$ cat config.mk
export PLATFORM = sky130hd
export DESIGN_NAME = a32_instruction_class_decoder
export DESIGN_NICKNAME = d
export VERILOG_FILES = /design/src/a32icd_pkg.sv /design/src/a32_instruction_class_decoder.sv
export VERILOG_INCLUDE_DIRS = /design/src /design/src/src
export SDC_FILE = /design/constraint.sdc
export NUM_CORES = 1
export LEC_CHECK = 0
export ABC_CLOCK_PERIOD_IN_PS = 4450
export BUFFER_PORTS_ARGS = -buffer_cell sky130_fd_sc_hd__buf_2
export CAP_MARGIN = 5
export CORE_MARGIN = 2
export CORE_UTILIZATION = 50
export DETAILED_ROUTE_END_ITERATION = 7
export PLACE_DENSITY = 0.73
export SLEW_MARGIN = 20
export SYNTH_ARGS = -nofsm -noshare
export SYNTH_HDL_FRONTEND = slang
export SYNTH_SLANG_ARGS = --single-unit
$ cat constraint.sdc
create_clock -name clock -period 4.45 [get_ports clock]
set_input_delay 0.89 -clock clock [delete_from_list [all_inputs] [get_ports clock]]
set_output_delay 0.89 -clock clock [all_outputs]
set_load 0.02 [all_outputs]
$ cat src/assert_macros.svh
// Assertion macros shared by the RTL.
// Depends on nothing; define NO_ASSERTIONS to compile them out.
`ifndef ASSERT_MACROS_SVH
`define ASSERT_MACROS_SVH

`ifndef NO_ASSERTIONS

// Clocked check, off during reset.
`define ASSERT_CLK(label, clk, rst, prop, msg) \
   label: assert property (@(posedge clk) disable iff (rst) (prop)) else $error(msg);

// Clocked implication, consequent checked in the cycle after the antecedent, off during reset.
`define ASSERT_NEXT(label, clk, rst, ante, cons, msg) \
   label: assert property (@(posedge clk) disable iff (rst) (ante) |=> (cons)) \
      else $error(msg);

`else

`define ASSERT_CLK(label, clk, rst, prop, msg)
`define ASSERT_NEXT(label, clk, rst, ante, cons, msg)

`endif

`endif

$ cat src/a32icd_pkg.sv
`timescale 1ns / 1ps
// Types and constant pattern table of the A32 instruction class decoder.
// No dependencies.
package a32icd_pkg;

   localparam int ClassCount = 97;
   localparam int IndexWidth = 7;
   localparam int WordWidth  = 32;

   typedef logic [WordWidth-1:0]  word_type;
   typedef logic [IndexWidth-1:0] index_type;

   typedef struct packed {
      word_type mask;   // 1 = fixed bit
      word_type value;  // fixed bit values
   } pattern_type;

   // Entry i is pattern i in priority order, lowest wins.
   localparam pattern_type PatternTable [ClassCount] = '{
      // data processing, shift by immediate
      '{32'h0FE00010, 32'h00000000}, '{32'h0FE00010, 32'h00200000},
      '{32'h0FE00010, 32'h00400000}, '{32'h0FE00010, 32'h00600000},
      '{32'h0FE00010, 32'h00800000}, '{32'h0FE00010, 32'h00A00000},
      '{32'h0FE00010, 32'h00C00000}, '{32'h0FE00010, 32'h00E00000},
      '{32'h0FF0F010, 32'h01100000}, '{32'h0FF0F010, 32'h01300000},
      '{32'h0FF0F010, 32'h01500000}, '{32'h0FF0F010, 32'h01700000},
      '{32'h0FE00010, 32'h01800000}, '{32'h0FEF0010, 32'h01A00000},
      '{32'h0FE00010, 32'h01C00000}, '{32'h0FEF0010, 32'h01E00000},
      // data processing, shift by register
      '{32'h0FE00090, 32'h00000010}, '{32'h0FE00090, 32'h00200010},
      '{32'h0FE00090, 32'h00400010}, '{32'h0FE00090, 32'h00600010},
      '{32'h0FE00090, 32'h00800010}, '{32'h0FE00090, 32'h00A00010},
      '{32'h0FE00090, 32'h00C00010}, '{32'h0FE00090, 32'h00E00010},
      '{32'h0FF0F090, 32'h01100010}, '{32'h0FF0F090, 32'h01300010},
      '{32'h0FF0F090, 32'h01500010}, '{32'h0FF0F090, 32'h01700010},
      '{32'h0FE00090, 32'h01800010}, '{32'h0FEF0090, 32'h01A00010},
      '{32'h0FE00090, 32'h01C00010}, '{32'h0FEF0090, 32'h01E00010},
      // data processing, immediate; MSR immediate
      '{32'h0FE00000, 32'h02000000}, '{32'h0FE00000, 32'h02200000},
      '{32'h0FE00000, 32'h02400000}, '{32'h0FE00000, 32'h02600000},
      '{32'h0FE00000, 32'h02800000}, '{32'h0FE00000, 32'h02A00000},
      '{32'h0FE00000, 32'h02C00000}, '{32'h0FE00000, 32'h02E00000},
      '{32'h0FF0F000, 32'h03100000}, '{32'h0FF0F000, 32'h03300000},
      '{32'h0FF0F000, 32'h0320F000}, '{32'h0FF0F000, 32'h03500000},
      '{32'h0FF0F000, 32'h03700000}, '{32'h0FF0F000, 32'h0360F000},
      '{32'h0FE00000, 32'h03800000}, '{32'h0FEF0000, 32'h03A00000},
      '{32'h0FE00000, 32'h03C00000}, '{32'h0FEF0000, 32'h03E00000},
      // MRS, SWP, MSR register, BX
      '{32'h0FFF0FFF, 32'h010F0000}, '{32'h0FF00FF0, 32'h01000090},
      '{32'h0FF0FFF0, 32'h0120F000}, '{32'h0FFFFFF0, 32'h012FFF10},
      '{32'h0FFF0FFF, 32'h014F0000}, '{32'h0FF00FF0, 32'h01400090},
      '{32'h0FF0FFF0, 32'h0160F000},
      // multiplies
      '{32'h0FE0F0F0, 32'h00000090}, '{32'h0FE000F0, 32'h00200090},
      '{32'h0FE000F0, 32'h00800090}, '{32'h0FE000F0, 32'h00A00090},
      '{32'h0FE000F0, 32'h00C00090}, '{32'h0FE000F0, 32'h00E00090},
      // halfword and signed transfers
      '{32'h0E1000F0, 32'h000000B0}, '{32'h0E1000F0, 32'h001000B0},
      '{32'h0E1000F0, 32'h001000D0}, '{32'h0E1000F0, 32'h001000F0},
      // single transfer, immediate offset
      '{32'h0E500000, 32'h04000000}, '{32'h0E500000, 32'h04100000},
      '{32'h0E500000, 32'h04400000}, '{32'h0E500000, 32'h04500000},
      '{32'h0F700000, 32'h04200000}, '{32'h0F700000, 32'h04300000},
      '{32'h0F700000, 32'h04600000}, '{32'h0F700000, 32'h04700000},
      // single transfer, register offset
      '{32'h0E500010, 32'h06000000}, '{32'h0E500010, 32'h06100000},
      '{32'h0E500010, 32'h06400000}, '{32'h0E500010, 32'h06500000},
      '{32'h0F700010, 32'h06200000}, '{32'h0F700010, 32'h06300000},
      '{32'h0F700010, 32'h06600000}, '{32'h0F700010, 32'h06700000},
      // block transfers
      '{32'h0E500000, 32'h08000000}, '{32'h0E500000, 32'h08100000},
      '{32'h0E708000, 32'h08400000}, '{32'h0E708000, 32'h08600000},
      '{32'h0E508000, 32'h08408000}, '{32'h0E508000, 32'h08508000},
      // branches
      '{32'h0F000000, 32'h0A000000}, '{32'h0F000000, 32'h0B000000},
      // coprocessor transfers
      '{32'h0E100000, 32'h0C000000}, '{32'h0E100000, 32'h0C100000},
      // CDP, MCR, MRC
      '{32'h0F000010, 32'h0E000000}, '{32'h0F100010, 32'h0E000010},
      '{32'h0F100010, 32'h0E100010},
      // SWI
      '{32'h0F000000, 32'h0F000000}
   };

endpackage

$ cat src/a32_instruction_class_decoder.sv
`timescale 1ns / 1ps
// Channel  Ports                                     Direction
// req      req_valid, req_ready, req_instr_word      in
// rsp      rsp_valid, rsp_ready, rsp_class_index,    out
//          rsp_matched
//
// One word per cycle sustained while rsp_ready stays high.
// Stage 1 registers the word, stage 2 registers the 97-way compare and
// priority pick. A full stage holds while a result waits with rsp_ready low;
// an empty stage still loads regardless of rsp_ready.
// Synchronous reset clears the valid bits only; no warm-up period.
// Depends on a32icd_pkg and assert_macros.svh.
`include "assert_macros.svh"

module a32_instruction_class_decoder (
   input  logic                        clock,
   input  logic                        reset,
   input  logic                        req_valid,
   output logic                        req_ready,
   input  a32icd_pkg::word_type        req_instr_word,
   output logic                        rsp_valid,
   input  logic                        rsp_ready,
   output a32icd_pkg::index_type       rsp_class_index,
   output logic                        rsp_matched
);
   import a32icd_pkg::*;

   logic                  word_valid_ff, word_valid_in;
   word_type              word_ff;
   logic                  rsp_valid_ff, rsp_valid_in;
   index_type             index_ff;
   logic                  matched_ff;
   logic                  out_take;
   logic                  word_move;
   logic [ClassCount-1:0] hit;
   index_type             pick;
   logic                  any_hit;

   // stage 2 can load when empty or being drained
   assign out_take  = !rsp_valid_ff || rsp_ready;
   assign word_move = word_valid_ff && out_take;
   assign req_ready = !word_valid_ff || out_take;

   always_comb begin
      for (int i = 0; i < ClassCount; i++) begin
         hit[i] = ((word_ff ^ PatternTable[i].value) & PatternTable[i].mask) == '0;
      end
   end

   // lowest matching position wins
   always_comb begin
      pick = '0;
      for (int i = ClassCount - 1; i >= 0; i--) begin
         if (hit[i]) begin
            pick = IndexWidth'(i);
         end
      end
   end

   assign any_hit = |hit;

   always_comb begin
      word_valid_in = word_valid_ff;
      if (req_valid && req_ready) begin
         word_valid_in = 1'b1;
      end else if (word_move) begin
         word_valid_in = 1'b0;
      end
   end

   always_comb begin
      rsp_valid_in = rsp_valid_ff;
      if (out_take) begin
         rsp_valid_in = word_valid_ff;
      end
   end

   always_ff @(posedge clock) begin
      if (reset) begin
         word_valid_ff <= 1'b0;
         rsp_valid_ff  <= 1'b0;
      end else begin
         word_valid_ff <= word_valid_in;
         rsp_valid_ff  <= rsp_valid_in;
      end
   end

   always_ff @(posedge clock) begin
      if (req_valid && req_ready) begin
         word_ff <= req_instr_word;
      end
      if (word_move) begin
         index_ff   <= pick;
         matched_ff <= any_hit;
      end
   end

   assign rsp_valid       = rsp_valid_ff;
   assign rsp_class_index = index_ff;
   assign rsp_matched     = matched_ff;

   `ASSERT_CLK(a_nomatch_zero, clock, reset,
      !rsp_valid_ff || matched_ff || index_ff == '0, "unmatched word with nonzero index")
   `ASSERT_CLK(a_index_range, clock, reset,
      !rsp_valid_ff || index_ff < IndexWidth'(ClassCount), "class index out of range")
   `ASSERT_CLK(a_full_stall, clock, reset,
      !(word_valid_ff && rsp_valid_ff && !rsp_ready) || !req_ready,
      "input taken while both stages are full and stalled")
   `ASSERT_NEXT(a_advance, clock, reset, word_move, rsp_valid_ff,
      "stage 1 word advanced but no result shown")

endmodule
Word-level counts from Yosys, hierarchy flattened:

Cells that the tools add are included.

* bits in registers: 38
* input bits: 36
* output and inout port bits: 10
* word-level logic and storage cells: 316

* multiplexer cells: 98
* bitwise operators: 96
* reduce and logical (&&, ||, !) cells: 111

Operators by type and width (number)
* $logic_not 32->1: 97
* $mux 7: 33
* $mux 6: 32
* $reduce_or 97->1: 1
* $not 4->4: 24
* $not 3->3: 30
* $mux 5: 16
* $reduce_or 64->1: 1
* $not 5->5: 9
* $not 2->2: 20
* $mux 4: 8
* $reduce_or 32->1: 1
* $reduce_or 16->1: 1
* $not 15->15: 1
* $not 7->7: 2
* $mux 3: 4
* $not 6->6: 2
* $not 8->8: 1
* $reduce_or 8->1: 1
* $not 1->1: 7
* $mux 2: 2
* $reduce_or 4->1: 1
* $mux 1: 3
* $logic_and 1x1->1: 2
* 4 further kinds: 6

Longest topological paths before layout:

* depth in word-level cells: 98
* mapped depth: 8

Worst setup path after synthesis:

No wires, ideal clock.

* path kind: input -> register
* start: in rsp_ready
* end: reg word_ff[0], enable pin
* library setup time: 387 ps
* arrival time: 1882 ps
* data required time: 4063 ps
* slack: 2181 ps
* stages on the path: 3
* path through: nor2b_1 > nand2_1 > and2_1

* cells in the longest elaborated chain, start to end: 3

Ends and longest elaborated chain
* start, declared: RTL line a32_instruction_class_decoder.sv:22 `input logic rsp_ready,`
* $logic_or 1x1->1: RTL line a32_instruction_class_decoder.sv:40 `assign out_take = !rsp_valid_ff || rsp_ready;`
* $logic_or 1x1->1: RTL line a32_instruction_class_decoder.sv:42 `assign req_ready = !word_valid_ff || out_take;`
* net req_ready: RTL line a32_instruction_class_decoder.sv:19 `output logic req_ready,`
* $logic_and 1x1->1: RTL line a32_instruction_class_decoder.sv:89 `if (req_valid && req_ready) begin`
* end signal, assigned: RTL line a32_instruction_class_decoder.sv:90 `word_ff <= req_instr_word;`
* end, declared: RTL line a32_instruction_class_decoder.sv:29 `word_type word_ff;`

The timed path passes the listed nets, and every way through them passes these cells.
A chain may end at the register's enable or synchronous reset.

Worst setup path in the final report:

* start: reg word_ff[22]
* end: reg index_ff[1], in the netlist rsp_class_index[1] (data pin)

* cells in the longest elaborated chain, start to end: 89

Ends and longest elaborated chain
* $not 4->4 (no line)
* $logic_not 32->1: RTL line a32_instruction_class_decoder.sv:46 `hit[i] = ((word_ff ^ PatternTable[i].value) & PatternTable[i].mask) == '0;`
* $mux 7 (25 in a row): RTL line a32_instruction_class_decoder.sv:54 `if (hit[i]) begin`
* $mux 6 (32 in a row): RTL line a32_instruction_class_decoder.sv:54
* $mux 5 (16 in a row): RTL line a32_instruction_class_decoder.sv:54
* $mux 4 (8 in a row): RTL line a32_instruction_class_decoder.sv:54
* $mux 3 (4 in a row): RTL line a32_instruction_class_decoder.sv:54
* $mux 2 (2 in a row): RTL line a32_instruction_class_decoder.sv:54
* end signal, assigned: RTL line a32_instruction_class_decoder.sv:93 `index_ff <= pick;`
* end, declared: RTL line a32_instruction_class_decoder.sv:31 `index_type index_ff;`

Parallel ways exist; a longest one is shown, timed or not.

==> reports/results.tsv <==
stage	metric	value	unit
run_status	outcome	complete, no violations	
sta	rsz0062_at_grt	no	
clocking	cts_buffers	5	
detailed_routing	viasPerCell	6.43	
global_routing	first_global_vias	1886	
synthesis	synth_area	2400	µm²
worst_setup_path	r2r_end	rsp_class_index[1]$_SDFFCE_PP0P_	
power	peakVddDrop	0.000170	V
synthesis	syn_avg_cell_area	9.80	µm²
global_routing	grt_pass1_wl	8.89	mm
clocking	cts_setup_buffers	0	
final_layout	nets	310	
power	clock_power_share	0.300	
power	switching_share	0.269	
worst_setup_path	cp.required	4.49	ns
hold_path	min-delay-start	word_valid_ff$_SDFFE_PP0P_	
synthesis	async_flop_share	0	
placed_design	dp_hpwl	3.76	mm
sta	fin_crit	2.54	ns
power	p_sw	209	µW
clocking	clk_pin_slew	0.07	ns
floorplan	die_y	73.3	µm
final_layout	drive_above_1_share	0.222	
floorplan	die_w	73.3	µm
synthesis	synth_cell_types	65	
detailed_routing	drc	0	
synthesis	yosysMostFrequentCell	edfxtp_1	
global_routing	grtUsageTotal	0.217	
power	seqPwrFrac	0.582	
worst_setup_path	r2r_slack	1.91	ns
synthesis	synthFlopType	edfxtp_1	
floorplan	coreArea	4660	µm²
hold_path	whs_endpoint	rsp_valid$_SDFFE_PP0P_	
synthesis	synth_common_cells	edfxtp_1, nor2_1, nand2_1, o21ai_0, a21oi_1	
synthesis	syn_nets	281	
clocking	cts_resized	0	
detailed_routing	vias	2114	
floorplan	pin_count	46	
sta	hold_slack	0.508	ns
final_layout	n_antenna_cell	0	
global_routing	grt_max_degree	29	
flow_run	cap_violations	0	
floorplan	floorplan.initialDensity	0.515	
detailed_routing	drt-total-wl	5.29	mm
sta	fin_worst_skew	0.00719	ns
clocking	cts.path.max_buffers	2	
synthesis	synth_top_area_share	0.450	
placed_design	pre_cts_ws	1.98	ns
detailed_routing	wire_per_inst	16.1	µm
sta	fin_ws	1.91	ns
floorplan	dieArea	5370	µm²
sta	tightest_slew	0.852	ns
clocking	cts_num_sinks	38	
detailed_routing	drtIter0Drc	364	
clocking	cts_tree	yes	
clocking	cts_root_buffer	clkbuf_8	
sta	setup-tns-final	0	ns
synthesis	ys_warn_count	0	
synthesis	yosysTopAreaCell	edfxtp_1	
synthesis	synthTopCellsByArea	edfxtp_1, o21ai_0, nor2_1	
hold_path	hold_depth	2	
power	p_int	569	µW
worst_setup_path	reg2reg_from	word_ff[22]$_DFFE_PP_	
worst_setup_path	cp.arrival	2.58	ns
placed_design	io_buffers	41	
final_layout	utilization	0.573	
placed_design	gp_congestion	0.951	
power	total_power	778	µW
final_layout	areaGrowthSynthToFinish	11.3	%
worst_setup_path	start_kind	flop	
floorplan	rows	25	
power	p_leak	0.939	nW
worst_setup_path	cp_max_fo	24	
detailed_routing	ant_nets	0	
hold_path	hold_class	flop to flop	
worst_setup_path	crit_path_end_kind	flop	
sta	maxSlewHeadroom	0.432	
worst_setup_path	crit_type	flop to flop	
detailed_routing	firstDrtPassIters	4	
power	comb_power_share	0.118	
sta	period_share	0.571	
sta	finalSetupViolations	0	
synthesis	synth-edff-count	36	
clocking	ctsHoldBuffers	0	
power	powerDensity	291	nW/µm²
synthesis	yosysSeqAreaShare	0.467	
synthesis	ys_ff_latch	38	
sta	hold_violations	0	
sta	finalMaxSlewViolations	0	
clocking	h-tree-depth	2	
worst_setup_path	r2r_cells	6	
global_routing	antenna_found_initial	0	
clocking	clk_latency	0.29	ns
global_routing	grt_overflow_total	0	
sta	maxClockFrequency	0.393	GHz
synthesis	synthCells	245	
==> cell usage in the layout, fill, tap and decap left out, types with 4 or more instances in the layout <==
cell	netlist	final
buf_2	10	41
nor2_1	22	22
o21ai_0	18	18
nor3_1	7	7
a21oi_1	12	12
o211ai_1	5	5
nor2b_1	6	6
nand4_1	6	6
or3_1	4	4
edfxtp_1	36	36
nand2b_1	4	4
nor4_1	4	4
or4_1	4	4
nand3_1	9	9
clkbuf_8	0	5
nand2_1	18	18
nor3b_1	4	4
a31oi_1	8	8
==> power groups by stage <==
| stage | clock, mW | combinational [mW] | sequential (mW) |
|---|---|---|---|
| 6_report | 0.234 | 0.0920 | 0.453 |
| 5_1_grt | 0.253 | 0.103 | 0.458 |
| 4_1_cts | 0.241 | 0.0918 | 0.452 |
| 3_5_place_dp | 0 | 0.0915 | 0.460 |
| 3_3_place_gp | 0 | 0.0902 | 0.459 |
| 2_1_floorplan | 0 | 0.0777 | 0.440 |
==> worst max path at each step <==
stage	from	end	slack (ns)	depth (start not counted)
floorplan	rsp_ready	word_ff[0]$_DFFE_PP_	2.18	3
global placement	word_ff[22]$_DFFE_PP_	rsp_class_index[1]$_SDFFCE_PP0P_	1.97	6
detailed placement	word_ff[22]$_DFFE_PP_	rsp_class_index[3]$_SDFFCE_PP0P_	1.98	6
CTS	word_ff[22]$_DFFE_PP_	rsp_class_index[1]$_SDFFCE_PP0P_	1.95	6
global route	word_ff[22]$_DFFE_PP_	rsp_class_index[1]$_SDFFCE_PP0P_	1.67	6
finish	word_ff[22]$_DFFE_PP_	rsp_class_index[1]$_SDFFCE_PP0P_	1.91	6
==> metrics by stage <==
step | cell area [µm²] | std cells
floorplan | 2400 | 245
global placement | 2580 | 321
detailed placement | 2580 | 321
CTS | 2670 | 329
global route | 2670 | 329
finish | 2670 | 329
==> critical path, stage by stage, from the launching register on <==
cell	delay, ns
edfxtp_1	0.91
inv_1	0.37
o211ai_1	0.25
o21ai_0	0.10
o21ai_0	0.25
nand2_1	0.14
o31a_1	0.29
==> cell type report <==
cell class / count / area [µm²]
fill: 405 / 1990
tap: 54 / 67.6
sequential: 38 / 1120
inverter: 2 / 7.51
timing repair buffer: 41 / 205
clock buffer: 5 / 68.8
clock inverter: 3 / 20.0
multi-input combinational: 186 / 1180
==> state kept, by name, indices dropped and copies added (netlist names) <==
| signal | cells |
|---|---|
| word_ff | 28 |
| rsp_class_index | 7 |
| word_valid_ff | 1 |
| rsp_matched | 1 |
| rsp_valid | 1 |
==> kinds of logic (layout without fill, tap and decap cells) <==
kind of cell / count (synthesis) / count (layout) / synth area share
AND/OR/NAND/NOR: 113 / 113 / 0.277
flip-flops: 38 / 38 / 0.467
AO/OA/AOI/OAI: 70 / 70 / 0.203
multiplexers: 1 / 1 / 0.00417
buffers and inverters: 21 / 51 / 0.0412
XOR/XNOR: 2 / 2 / 0.00730
==> metal layers <==
metal	GRT usage	up-vias	part of all wire
met3	0.0590	17	0.084
met2	0.329	120	0.47
li1	-	1016	-
met1	0.294	961	0.42
met4	0.0909	0	0.031
met5	0.0101	-	0
Power figures use the tool's default switching activity.
